--- src/hw/rtl/scd_ram.sv ---
// Generic simple dual-port RAM with registered read.
module scd_ram #(
  parameter int WIDTH = 24,
  parameter int DEPTH = 16,
  localparam int AW = $clog2(DEPTH)
) (
  input  logic             clk,
  input  logic             we,
  input  logic [AW-1:0]    waddr,
  input  logic [WIDTH-1:0] wdata,
  input  logic [AW-1:0]    raddr,
  output logic [WIDTH-1:0] rdata
);

  logic [WIDTH-1:0] mem [DEPTH];
  logic [WIDTH-1:0] rdata_r;

  // write port
  always_ff @(posedge clk) begin
    if (we) begin
      mem[waddr] <= wdata;
    end
  end

  // read port, registered
  always_ff @(posedge clk) begin
    rdata_r <= mem[raddr];
  end

  assign rdata = rdata_r;

endmodule

--- config.mk ---
export PLATFORM = sky130hd
export DESIGN_NAME = scd_ram
export DESIGN_NICKNAME = d
export VERILOG_FILES = /design/src/hw/rtl/scd_ram.sv
export SDC_FILE = /design/constraint.sdc
export NUM_CORES = 1
export LEC_CHECK = 0
export ABC_CLOCK_PERIOD_IN_PS = 6700
export BUFFER_PORTS_ARGS = -buffer_cell sky130_fd_sc_hd__buf_2
export CORE_MARGIN = 5
export CORE_UTILIZATION = 40
export DETAILED_ROUTE_END_ITERATION = 8
export PLACE_DENSITY = 0.63
export RECOVER_POWER = 25
export SKIP_LAST_GASP = 1
export SLEW_MARGIN = 10
export SYNTH_ARGS = -nofsm -noshare
export SYNTH_HDL_FRONTEND = slang
export SYNTH_SLANG_ARGS = --single-unit
--- constraint.sdc ---
create_clock -name clk -period 6.7 [get_ports clk]
set_input_delay 0.335 -clock clk [delete_from_list [all_inputs] [get_ports clk]]
set_output_delay 0.335 -clock clk [all_outputs]
set_load 0.01 [all_outputs]
==> impl_metrics.csv <==
group,metric,value,unit
placement,numPortBuffers,57,
clocking,cts_sinks,408,
route,drcViolationCount,0,
pwr,clock_power_share,0.430,
logic_synthesis,synthMostInstantiatedCell,"edfxtp_1",
logic_synthesis,syn-num-nets,670,
floorplanning,fp.dieArea,41300,sq um
pwr,leakage,5.52,nW
timing,setup_tns,0,ps
setup_path,cpPeakStageDelay,840,ps
pwr,internal_power,0.00442,W
route,num_vias,6661,
floorplanning,row_count,70,
logic_synthesis,avgSynthCellArea,23.5,sq um
floorplanning,boundaryPins,58,
route,first_pass_iters,4,
layout,finalNonFillerCells,1222,
status,status,"complete, no violations",
logic_synthesis,ys_top_cells_by_count,"384 x edfxtp_1, 96 x mux4_2, 48 x a22oi_1, 25 x nand2_1, 24 x dfxtp_1",
clocking,post_cts_buffers,0,
timing,rsz0062_at_grt,"no",
logic_synthesis,synthArstFlopShare,0,
timing,max_freq,430,MHz
floorplanning,core_area,36700,sq um
clocking,clock_latency,510,ps
placement,placement.cell_area,15900,sq um
logic_synthesis,ys_seq_area_frac,0.804,
logic_synthesis,yosys.area.top_type_share,0.772,
setup_path,cpMaxStageDelayCell,"buf_4",
logic_synthesis,yosysUniqueCellTypes,16,
grt,overflow,0,
grt,grt_use_met1,0.195,
floorplanning,die_x,203,um
clocking,cts_max_path_buffers,3,
clocking,hold_buffers,0,
grt,first_global_vias,7160,
logic_synthesis,synth_area_leaders,"edfxtp_1 77%, mux4_2 14%, dfxtp_1 3.2%, a22oi_1 2.4%, nand2_1 0.63%",
clocking,cts_tree,"built",
layout,final_cell_area,17200,sq um
clocking,cts_buffers,41,
pwr,p_sw_frac,0.193,
clocking,ctsResizeCount,0,
clocking,cts.htree.levels,2,
pwr,combPwrFrac,0.045,
route,drt_iter0_drc,577,
layout,area_growth,15.4,%
floorplanning,die_y,203,um
setup_path,crit_chain,"buf_6 -> buf_4 -> mux4_2 -> a22oi_1 -> nand2_1",
grt,grt_most_used_layer,"met2",
layout,drive_gt1_frac,0.322,
logic_synthesis,postSynthCellCount,636,
grt,grtUsageMet3,0.0251,
timing,fin_worst_skew,5.46,ps
floorplanning,start_util,0.407,
clocking,root_buffer,"clkbuf_16",
setup_path,crit_family,"buffers and inverters",
logic_synthesis,synth-main-ff-cell,"edfxtp_1",
timing,worstMarginPinSlew,1190,ps
timing,drv_slew,0,
route,totalWireLength,31.5,mm
setup_path,crit_buf_inv,2,
timing,min_period,2320,ps
placement,dp_cells,1149,
layout,final_core_util,0.470,
run,maxCapViolCount,0,
route,post_drt_wl_per_cell,25.8,um
setup_path,worstSetupPathType,"primary input to register",
placement,dp_hpwl,15.7,mm
setup_path,endpoint_kind,"register",
grt,groute.usage.overall,0.152,
grt,grt_pass1_wl,46.5,mm
layout,num_antenna_cells,0,
setup_path,critical_path.max_fanout,51,
pwr,irDropWorstVdd,0.000189,V
logic_synthesis,synth_area,14900,sq um
pwr,seqPwrFrac,0.525,
layout,nets,758,
setup_path,cp.arrival,2720,ps
grt,antenna_found_initial,1,
logic_synthesis,synth_top_area_cell,"edfxtp_1",
setup_path,worst_ep_required_time,7090,ps
grt,gr-usage-met2,0.277,
timing,final.period_utilization,0.347,
timing,hold_viol,0,
logic_synthesis,synth-edff-count,384,
grt,grt_max_degree,81,
logic_synthesis,synth-seq-cells,408,
route,ant_nets,0,
pwr,power-per-cell-area,317,nW/um^2
placement,place_congestion,0.711,
pwr,power.switching,0.00105,W
clocking,clk_pin_slew,60,ps
hold_path,hold_path.class,"primary input to register",
setup_path,startpoint_type,"primary input",
logic_synthesis,ys_warn_count,0,
route,viasPerCell,5.45,
timing,finalSetupViolations,0,
timing,max_slew_margin,0.209,
-- kinds of logic after synthesis --
logic type / synth area share
buffers and inverters: 0.0116
AOI/OAI and AO/OA: 0.0241
DFF: 0.804
muxes: 0.145
and+or+nand+nor: 0.0149
-- cells in the final DEF, fill, tap and decap left out, types with 2 or more instances in the layout --
cell type,count
nor2b_2,2
edfxtp_1,384
nand2_1,25
nor2_2,13
clkbuf_8,3
buf_4,22
clkbuf_1,23
mux4_2,96
buf_2,38
dfxtp_1,24
nor3_2,4
clkbuf_16,41
clkinv_2,12
nand2b_1,2
nand3b_1,2
bufinv_16,8
clkinv_1,2
a22oi_1,48
-- through the flow --
stage / hold slack [ps] / worst slack, ps / power (W)
floorplan: 434 / 3750 / 0.00307
global placement: 653 / 3810 / 0.00316
detailed placement: 661 / 3750 / 0.00318
CTS: 168 / 4300 / 0.00553
global route: 205 / 4100 / 0.00566
finish: 209 / 4380 / 0.00547
-- flip-flops by register name (all words and copies together), names as in the netlist --
signal / count
mem: 384
rdata: 24
-- cell type report --
cell class                 instances  area (sq um)
clock buffer                      50          1090
sequential                       408         12000
multi-input combinational        195          2800
clock inverter                    23           315
fill                            2967         19500
tap                              468           586
timing repair buffer              78           430
-- layer usage --
metal  wire length, um  up-vias
li1                  -     2874
met2             17000      173
met3              1370       38
met1             12700     3574
met5                13        -
met4               384        2
-- final timing paths --
| kind | depth (start not counted) | to | slack [ps] | start |
|---|---|---|---|---|
| worst max-delay path | 5 | rdata[14] | 4380 | raddr[0] |
| worst min-delay path | 1 | mem[15][4] | 210 | wdata[4] |
| worst max register to register | 3 | rdata[8] | 5390 | mem[11][8] |
| worst min register to register | 3 | rdata[1] | 670 | mem[14][1] |
-- power by group through the flow --
stage / registers [W] / clock network (W) / logic (W)
finish: 0.00287 / 0.00235 / 0.000245
global route: 0.00288 / 0.00251 / 0.000266
CTS: 0.00287 / 0.00241 / 0.000252
detailed placement: 0.00293 / 0 / 0.000251
global placement: 0.00292 / 0 / 0.000243
floorplan: 0.00293 / 0 / 0.000138
-- worst reg2reg max path, stage by stage, from the launching register on --
cell      delay [ps]
edfxtp_1         360
mux4_2           470
a22oi_1          240
nand2_1          120
Power figures use the tool's default switching activity.
