===== src/hw/rtl/scd_pkg.sv =====
// Shared types, widths and helpers for the stereo cubic delay with feedback.
package scd_pkg;

  // Sample and datapath widths
  localparam int SW   = 24;  // audio sample, signed Q1.23
  localparam int TW   = 29;  // interpolation accumulator
  localparam int A1W  = 28;  // second polynomial coefficient
  localparam int A2W  = 25;  // third polynomial coefficient
  localparam int MBW  = 17;  // multiplier second operand
  localparam int PRW  = TW + MBW;  // product
  localparam int RW   = 26;  // rounded feedback term
  localparam int DW   = 33;  // delay word, unsigned Q17.16

  localparam logic [15:0] LP_COEFF_RESET = 16'd51909;

  localparam logic signed [31:0] S24_MAX = 32'sd8388607;
  localparam logic signed [31:0] S24_MIN = -32'sd8388608;

  // Input request and result payloads
  typedef struct packed {
    logic signed [SW-1:0] write_mid;
    logic signed [SW-1:0] write_side;
    logic        [DW-1:0] delay_q16;
    logic signed [15:0]   feedback_gain;
  } in_t;

  typedef struct packed {
    logic signed [SW-1:0] delayed_mid;
    logic signed [SW-1:0] delayed_side;
  } out_t;

  // Lane datapath operations
  typedef enum logic [3:0] {
    OP_NONE    = 4'd0,
    OP_COEF    = 4'd1,
    OP_MUL_F   = 4'd2,
    OP_ACC_A1  = 4'd3,
    OP_ACC_A2  = 4'd4,
    OP_ACC_END = 4'd5,
    OP_OUT     = 4'd6,
    OP_MUL_C   = 4'd7,
    OP_LP      = 4'd8,
    OP_MUL_G   = 4'd9
  } lane_op_t;

  // Control from the sequencer to each lane
  typedef struct packed {
    logic     load;   // capture ring read data into a tap
    logic [1:0] tap;  // which of the four taps
    logic     zero;   // entry never written: take zero
    lane_op_t op;
  } lane_ctrl_t;

  // Saturate to 24 bits signed
  function automatic logic signed [SW-1:0] sat_s24(input logic signed [31:0] x);
    logic signed [SW-1:0] r;
    if (x > S24_MAX) begin
      r = S24_MAX[SW-1:0];
    end else if (x < S24_MIN) begin
      r = S24_MIN[SW-1:0];
    end else begin
      r = x[SW-1:0];
    end
    return r;
  endfunction

endpackage


===== src/hw/rtl/scd_lane.sv =====
// One lane: Catmull-Rom interpolation, feedback lowpass and feedback sum.
module scd_lane (
  input  logic                       clk,
  input  logic                       rst_n,
  input  scd_pkg::lane_ctrl_t        ctrl,
  input  logic signed [scd_pkg::SW-1:0] rd_data,
  input  logic        [15:0]         frac,
  input  logic        [15:0]         coeff,
  input  logic signed [15:0]         gain,
  input  logic signed [scd_pkg::SW-1:0] sample,
  output logic signed [scd_pkg::SW-1:0] delayed,
  output logic signed [scd_pkg::SW-1:0] wr_data
);

  localparam int SW  = scd_pkg::SW;
  localparam int TW  = scd_pkg::TW;
  localparam int MBW = scd_pkg::MBW;
  localparam int PRW = scd_pkg::PRW;
  localparam int RW  = scd_pkg::RW;

  logic signed [SW-1:0]          y_r [4];
  logic signed [TW-1:0]          t_r;
  logic signed [scd_pkg::A1W-1:0] a1_r;
  logic signed [scd_pkg::A2W-1:0] a2_r;
  logic signed [PRW-1:0]         prod_r;
  logic signed [SW-1:0]          delayed_r;
  logic signed [SW-1:0]          lp_r;

  logic signed [TW-1:0]  e0, e1, e2, e3;
  logic signed [TW-1:0]  a0_c, a1_c, a2_c;
  logic signed [TW-1:0]  mul_a;
  logic signed [MBW-1:0] mul_b;
  logic signed [PRW-1:0] mul_p;
  logic signed [PRW:0]   rs16, rs15;
  logic signed [TW-1:0]  r16_t;
  logic signed [RW-1:0]  r15_t;
  logic signed [TW:0]    tr1;
  logic signed [TW-1:0]  half_t;
  logic signed [TW:0]    ysum;
  logic signed [SW-1:0]  dly_c;
  logic signed [SW:0]    diff_c;
  logic signed [TW:0]    lp_sum;
  logic signed [RW:0]    fb_sum;

  // doubled Catmull-Rom coefficients
  always_comb begin
    e0   = TW'(y_r[0]);
    e1   = TW'(y_r[1]);
    e2   = TW'(y_r[2]);
    e3   = TW'(y_r[3]);
    a0_c = (e1 + (e1 <<< 1)) + e3 - e0 - (e2 + (e2 <<< 1));
    a1_c = (e0 <<< 1) + (e2 <<< 2) - (e1 <<< 2) - e1 - e3;
    a2_c = e2 - e0;
  end

  // shared multiplier operand select
  always_comb begin
    unique case (ctrl.op)
      scd_pkg::OP_MUL_C: begin
        mul_a = t_r;
        mul_b = $signed({1'b0, coeff});
      end
      scd_pkg::OP_MUL_G: begin
        mul_a = TW'(lp_r);
        mul_b = MBW'(gain);
      end
      default: begin
        mul_a = t_r;
        mul_b = $signed({1'b0, frac});
      end
    endcase
    mul_p = mul_a * mul_b;
  end

  // rounding of the registered product, and the sums that follow it
  always_comb begin
    rs16   = (PRW+1)'(prod_r) + (PRW+1)'(32768);
    rs15   = (PRW+1)'(prod_r) + (PRW+1)'(16384);
    r16_t  = $signed(rs16[TW+15:16]);
    r15_t  = $signed(rs15[RW+14:15]);
    tr1    = (TW+1)'(t_r) + (TW+1)'(1);
    half_t = $signed(tr1[TW:1]);
    ysum   = (TW+1)'(y_r[1]) + (TW+1)'(half_t);
    dly_c  = scd_pkg::sat_s24(32'(ysum));
    diff_c = (SW+1)'(dly_c) - (SW+1)'(lp_r);
    lp_sum = (TW+1)'(lp_r) + (TW+1)'(r16_t);
    fb_sum = (RW+1)'(sample) + (RW+1)'(r15_t);
  end

  // tap capture from the ring read
  always_ff @(posedge clk) begin
    if (ctrl.load) begin
      y_r[ctrl.tap] <= ctrl.zero ? '0 : rd_data;
    end
  end

  // datapath registers
  always_ff @(posedge clk) begin
    unique case (ctrl.op)
      scd_pkg::OP_COEF: begin
        t_r  <= a0_c;
        a1_r <= a1_c[scd_pkg::A1W-1:0];
        a2_r <= a2_c[scd_pkg::A2W-1:0];
      end
      scd_pkg::OP_MUL_F, scd_pkg::OP_MUL_C, scd_pkg::OP_MUL_G: begin
        prod_r <= mul_p;
      end
      scd_pkg::OP_ACC_A1: t_r <= r16_t + TW'(a1_r);
      scd_pkg::OP_ACC_A2: t_r <= r16_t + TW'(a2_r);
      scd_pkg::OP_ACC_END: t_r <= r16_t;
      scd_pkg::OP_OUT: begin
        delayed_r <= dly_c;
        t_r       <= TW'(diff_c);
      end
      default: begin
      end
    endcase
  end

  // lowpass state
  always_ff @(posedge clk) begin
    if (!rst_n) begin
      lp_r <= '0;
    end else if (ctrl.op == scd_pkg::OP_LP) begin
      lp_r <= scd_pkg::sat_s24(32'(lp_sum));
    end
  end

  assign delayed = delayed_r;
  assign wr_data = scd_pkg::sat_s24(32'(fb_sum));

endmodule


===== config.mk =====
export PLATFORM = sky130hd
export DESIGN_NAME = scd_lane
export DESIGN_NICKNAME = d
export VERILOG_FILES = /design/src/hw/rtl/scd_pkg.sv /design/src/hw/rtl/scd_lane.sv
export SDC_FILE = /design/constraint.sdc
export NUM_CORES = 2
export LEC_CHECK = 0
export ABC_AREA = 1
export BUFFER_PORTS_ARGS = -buffer_cell sky130_fd_sc_hd__buf_2
export CAP_MARGIN = 20
export CORE_ASPECT_RATIO = 0.9
export CORE_MARGIN = 2
export CORE_UTILIZATION = 65
export CTS_CLUSTER_DIAMETER = 200
export CTS_CLUSTER_SIZE = 10
export DETAILED_ROUTE_END_ITERATION = 12
export GPL_TIMING_DRIVEN = 0
export PLACE_DENSITY_LB_ADDON = 0.25
export SLEW_MARGIN = 10
export SYNTH_ARGS = -nofsm -noshare
export SYNTH_HDL_FRONTEND = slang
export SYNTH_SLANG_ARGS = --single-unit
export TNS_END_PERCENT = 100

===== constraint.sdc =====
create_clock -name clk -period 13.8 [get_ports clk]
set_input_delay 4.14 -clock clk [delete_from_list [all_inputs] [get_ports clk]]
set_output_delay 4.14 -clock clk [all_outputs]
set_load 0.01 [all_outputs]

==> metrics.txt <==
# TYPE chip_impl_metric gauge
chip_impl_metric{name="layout.cell_area.non_filler",unit="µm²"} 47400
chip_impl_info{name="status",value="complete, no violations"} 1
chip_impl_metric{name="drtIter0Drc",unit=""} 4937
chip_impl_metric{name="path_depth",unit=""} 28
chip_impl_info{name="timing.critical_path.from_type",value="input pin"} 1
chip_impl_metric{name="dpl-instance-area",unit="µm²"} 46600
chip_impl_metric{name="avgSynthCellArea",unit="µm²"} 8.00
chip_impl_info{name="rr_startpoint",value="lp_r[21]$_SDFFE_PN0N_"} 1
chip_impl_metric{name="post-route-period-util",unit="%"} 88.0
chip_impl_metric{name="max_slew_margin",unit="%"} 15.6
chip_impl_metric{name="timing.final.setup_violations",unit=""} 0
chip_impl_info{name="ys_top_cells_by_area",value="sky130_fd_sc_hd__fa_1 (29%), sky130_fd_sc_hd__edfxtp_1 (16%), sky130_fd_sc_hd__nand2_1 (11%), sky130_fd_sc_hd__ha_1 (9.4%), sky130_fd_sc_hd__inv_1 (9.2%)"} 1
chip_impl_metric{name="routed-via-count",unit=""} 39456
chip_impl_metric{name="gr-usage-all-layers",unit="%"} 40.9
chip_impl_info{name="critical_path_class",value="in -> reg"} 1
chip_impl_metric{name="max_freq",unit="MHz"} 82.3
chip_impl_metric{name="grt_pass1_wl",unit="mm"} 218
chip_impl_metric{name="detail_route.vias_per_cell",unit=""} 5.92
chip_impl_info{name="critPathMostFrequentCell",value="sky130_fd_sc_hd__fa_1"} 1
chip_impl_metric{name="insertion_delay",unit="ns"} 0.60
chip_impl_metric{name="post-route-min-period",unit="ns"} 12.15
chip_impl_metric{name="final-instance-count-excl-fill",unit=""} 6666
chip_impl_metric{name="ys_warn_count",unit=""} 0
chip_impl_metric{name="synth_seq_cells",unit=""} 257
chip_impl_metric{name="initial_core_util",unit="%"} 65.3
chip_impl_info{name="synth_top_cell_by_area",value="sky130_fd_sc_hd__fa_1"} 1
chip_impl_metric{name="ff2ff_path_depth",unit=""} 22
chip_impl_info{name="yosys.cell_count.top_type",value="sky130_fd_sc_hd__nand2_1"} 1
chip_impl_info{name="reg2reg_to",value="prod_r[41]$_DFFE_PP_"} 1
chip_impl_metric{name="synth_nets",unit=""} 6653
chip_impl_info{name="timing.critical_path.max_delay_family",value="adder cells"} 1
chip_impl_metric{name="ctsHoldBuffers",unit=""} 0
chip_impl_info{name="min-delay-path-class",value="reg -> reg"} 1
chip_impl_metric{name="dieArea",unit="µm²"} 70600
chip_impl_metric{name="number_of_buffers_created_by_cts",unit=""} 29
chip_impl_metric{name="hold_viol",unit=""} 0
chip_impl_info{name="clock_tree_root_driver_cell",value="sky130_fd_sc_hd__clkbuf_16"} 1
chip_impl_metric{name="syn-cell-area",unit="µm²"} 44500
chip_impl_metric{name="die_w",unit="µm"} 280
chip_impl_metric{name="synth_seq_area_share",unit="%"} 16.8
chip_impl_metric{name="max_cap_viols",unit=""} 0
chip_impl_metric{name="synth-edff-count",unit=""} 233
chip_impl_metric{name="crit_path_max_incr_delay",unit="ns"} 0.94
chip_impl_metric{name="final.setup_skew",unit="ns"} 0.0473
chip_impl_metric{name="antenna_violations_before_repair",unit=""} 2
chip_impl_metric{name="htree_levels",unit=""} 1
chip_impl_metric{name="whs_path_depth",unit=""} 2
chip_impl_metric{name="cp_data_arrival_time",unit="ns"} 12.48
chip_impl_metric{name="finalNetCount",unit=""} 6852
chip_impl_info{name="crit_path_end_kind",value="flip-flop"} 1
chip_impl_info{name="cts_tree",value="yes"} 1
chip_impl_metric{name="dpl.cell_count",unit=""} 6616
chip_impl_metric{name="via_count_of_the_first_global_routing_pass",unit=""} 37468
chip_impl_metric{name="critical_path_peak_fanout",unit=""} 10
chip_impl_metric{name="area_delta_synth_final",unit="%"} 6.48
chip_impl_metric{name="core_area",unit="µm²"} 68200
chip_impl_metric{name="routed_wl",unit="mm"} 143
chip_impl_metric{name="worst-endpoint-required",unit="ns"} 14.13
chip_impl_info{name="worst_setup_path_startpoint",value="ctrl[1]"} 1
chip_impl_metric{name="critical_path.n_buffers_inverters",unit=""} 9
chip_impl_metric{name="cts_max_path_buffers",unit=""} 3
chip_impl_metric{name="fin_tns_setup",unit="ns"} 0
chip_impl_metric{name="ys_async_sr_fraction",unit="%"} 0
chip_impl_metric{name="drive_above_1_share",unit="%"} 6.61
chip_impl_metric{name="fp-row-count",unit=""} 91
chip_impl_metric{name="detailed_place_hpwl",unit="mm"} 123
chip_impl_info{name="rsz0062_at_grt",value="no"} 1
chip_impl_metric{name="ios",unit=""} 154
chip_impl_metric{name="gp_congestion",unit=""} 1.07
chip_impl_metric{name="synth_cells",unit=""} 5568
chip_impl_metric{name="wire_per_inst",unit="µm"} 21.4
chip_impl_metric{name="dr.pass1.iters",unit=""} 9
chip_impl_metric{name="largest_net_degree_at_the_start_of_global_routing",unit=""} 34
chip_impl_metric{name="antenna_violating_nets_post_route",unit=""} 0
chip_impl_info{name="postSynth.topFlopCell",value="sky130_fd_sc_hd__edfxtp_1"} 1
chip_impl_metric{name="post_cts_setup_repair_buffer_count",unit=""} 0
chip_impl_metric{name="layout.filler_cells",unit=""} 5634
chip_impl_metric{name="worstMarginPinSlew",unit="ns"} 1.26
chip_impl_metric{name="clock_tree_sinks",unit=""} 257
chip_impl_info{name="crit_path_end",value="prod_r[41]$_DFFE_PP_"} 1
chip_impl_metric{name="synth.top_cell.area_share",unit="%"} 29.0
chip_impl_metric{name="timing.reg2reg.setup_slack",unit="ns"} 5.89
chip_impl_metric{name="clkSlewWorstSetupHoldPaths",unit="ns"} 0.06
chip_impl_metric{name="remaining_drc_errors",unit=""} 0
chip_impl_metric{name="slew_violations",unit=""} 0
chip_impl_metric{name="count_of_buffers_inserted_at_the_top_level_ports",unit=""} 153
chip_impl_info{name="synth_cell_count_leaders",value="sky130_fd_sc_hd__nand2_1 (1268), sky130_fd_sc_hd__inv_1 (1095), sky130_fd_sc_hd__fa_1 (645)"} 1
chip_impl_metric{name="postCtsResizedCells",unit=""} 0
chip_impl_info{name="critical_path.slowest_cell",value="sky130_fd_sc_hd__fa_1"} 1
chip_impl_metric{name="synth_cell_type_count",unit=""} 68
chip_impl_metric{name="global_route.overflow_total",unit=""} 0
chip_impl_metric{name="vertical_extent_of_the_die",unit="µm"} 252
tightest hold or removal path, delay by kind of cell (launching register included):
family / cells / cell delay (ns)
flops: 1 / 0.33
simple gates: 1 / 0.07
compound gates: 1 / 0.06
area by class of cell:
cell class	count	area [µm²]	area share (%)
inverters	1117	4200	8.85
repair buffers	168	933	1.97
clock buffers	42	774	1.63
plain buffers	95	459	0.969
multi-input cells	4099	32400	68.4
clock inverters	2	13.8	0.0290
well taps	883	1100	2.33
flip-flops and latches	257	7480	15.8
diodes	3	7.51	0.0158
cells in the final DEF (no fill, tap or decap), types with 12 or more instances in the layout:
| cell type | netlist | routed |
|---|---|---|
| sky130_fd_sc_hd__o211ai_1 | 12 | 12 |
| sky130_fd_sc_hd__nor2_1 | 461 | 460 |
| sky130_fd_sc_hd__xor2_1 | 163 | 163 |
| sky130_fd_sc_hd__edfxtp_1 | 233 | 233 |
| sky130_fd_sc_hd__clkbuf_16 | 0 | 29 |
| sky130_fd_sc_hd__a21oi_2 | 19 | 19 |
| sky130_fd_sc_hd__nand3_1 | 172 | 172 |
| sky130_fd_sc_hd__or2_2 | 24 | 24 |
| sky130_fd_sc_hd__inv_2 | 17 | 17 |
| sky130_fd_sc_hd__buf_4 | 5 | 12 |
| sky130_fd_sc_hd__o21ai_2 | 17 | 17 |
| sky130_fd_sc_hd__a21o_1 | 32 | 32 |
| sky130_fd_sc_hd__nand4_1 | 68 | 68 |
| sky130_fd_sc_hd__nand2_1 | 1268 | 1268 |
| sky130_fd_sc_hd__nor3_1 | 50 | 46 |
| sky130_fd_sc_hd__dfxtp_1 | 24 | 24 |
| sky130_fd_sc_hd__o21ai_0 | 189 | 187 |
| sky130_fd_sc_hd__a31oi_1 | 24 | 24 |
| sky130_fd_sc_hd__nand2_2 | 21 | 21 |
| sky130_fd_sc_hd__buf_2 | 31 | 184 |
| sky130_fd_sc_hd__a22o_1 | 13 | 13 |
| sky130_fd_sc_hd__o21a_1 | 20 | 20 |
| sky130_fd_sc_hd__clkbuf_1 | 51 | 64 |
| sky130_fd_sc_hd__nor4_1 | 23 | 23 |
| sky130_fd_sc_hd__o21ai_1 | 24 | 25 |
| sky130_fd_sc_hd__o21bai_1 | 21 | 21 |
| sky130_fd_sc_hd__inv_1 | 1095 | 1095 |
| sky130_fd_sc_hd__fa_1 | 645 | 645 |
| sky130_fd_sc_hd__a21oi_1 | 328 | 328 |
| sky130_fd_sc_hd__ha_1 | 334 | 334 |
| sky130_fd_sc_hd__xnor2_1 | 69 | 69 |
registers in the layout, indices dropped and copies added, names as in the netlist:
signal,flops
y_r,96
prod_r,31
t_r,29
a1_r,28
a2_r,25
delayed,24
lp_r,24
how the worst min path moves through the flow:
stage                                    start                   end  slack [ns]
after global placement    lp_r[1]$_SDFFE_PN0N_  lp_r[1]$_SDFFE_PN0N_        0.48
after floorplan           lp_r[1]$_SDFFE_PN0N_  lp_r[1]$_SDFFE_PN0N_        0.46
after CTS                 lp_r[1]$_SDFFE_PN0N_  lp_r[1]$_SDFFE_PN0N_        0.50
final                     lp_r[1]$_SDFFE_PN0N_  lp_r[1]$_SDFFE_PN0N_        0.50
after detailed placement  lp_r[1]$_SDFFE_PN0N_  lp_r[1]$_SDFFE_PN0N_        0.49
after global routing      lp_r[1]$_SDFFE_PN0N_  lp_r[1]$_SDFFE_PN0N_        0.55
stage by stage:
step | worst slack, ns | hold slack (ns) | utilization (%)
after floorplan | 3.28 | 0.462 | -
after global placement | 1.47 | 0.482 | 68.0
after detailed placement | 1.40 | 0.490 | 68.3
after CTS | 1.97 | 0.499 | 69.5
after global routing | 1.42 | 0.554 | 69.5
final | 1.65 | 0.505 | 69.5
cell families after synthesis:
kind of cell | share of synthesized area, %
XOR/XNOR | 4.56
AND/OR/NAND/NOR | 19.9
AO/OA/AOI/OAI | 9.90
flip-flops | 16.8
adder cells (fa/ha/maj) | 38.4
buffers and inverters | 10.5
per-layer routing:
metal | share of wire, % | up-vias | track usage, %
li1 | - | 17944 | -
met1 | 41 | 18834 | 59.8
met2 | 41 | 2394 | 58.1
met3 | 14 | 280 | 13.1
met4 | 3.5 | 4 | 11.9
met5 | 0.072 | - | 0.970
Power is left out: the tool's default activity adds up to more than one toggle a clock period on the data nets, which glitch-free logic cannot reach.
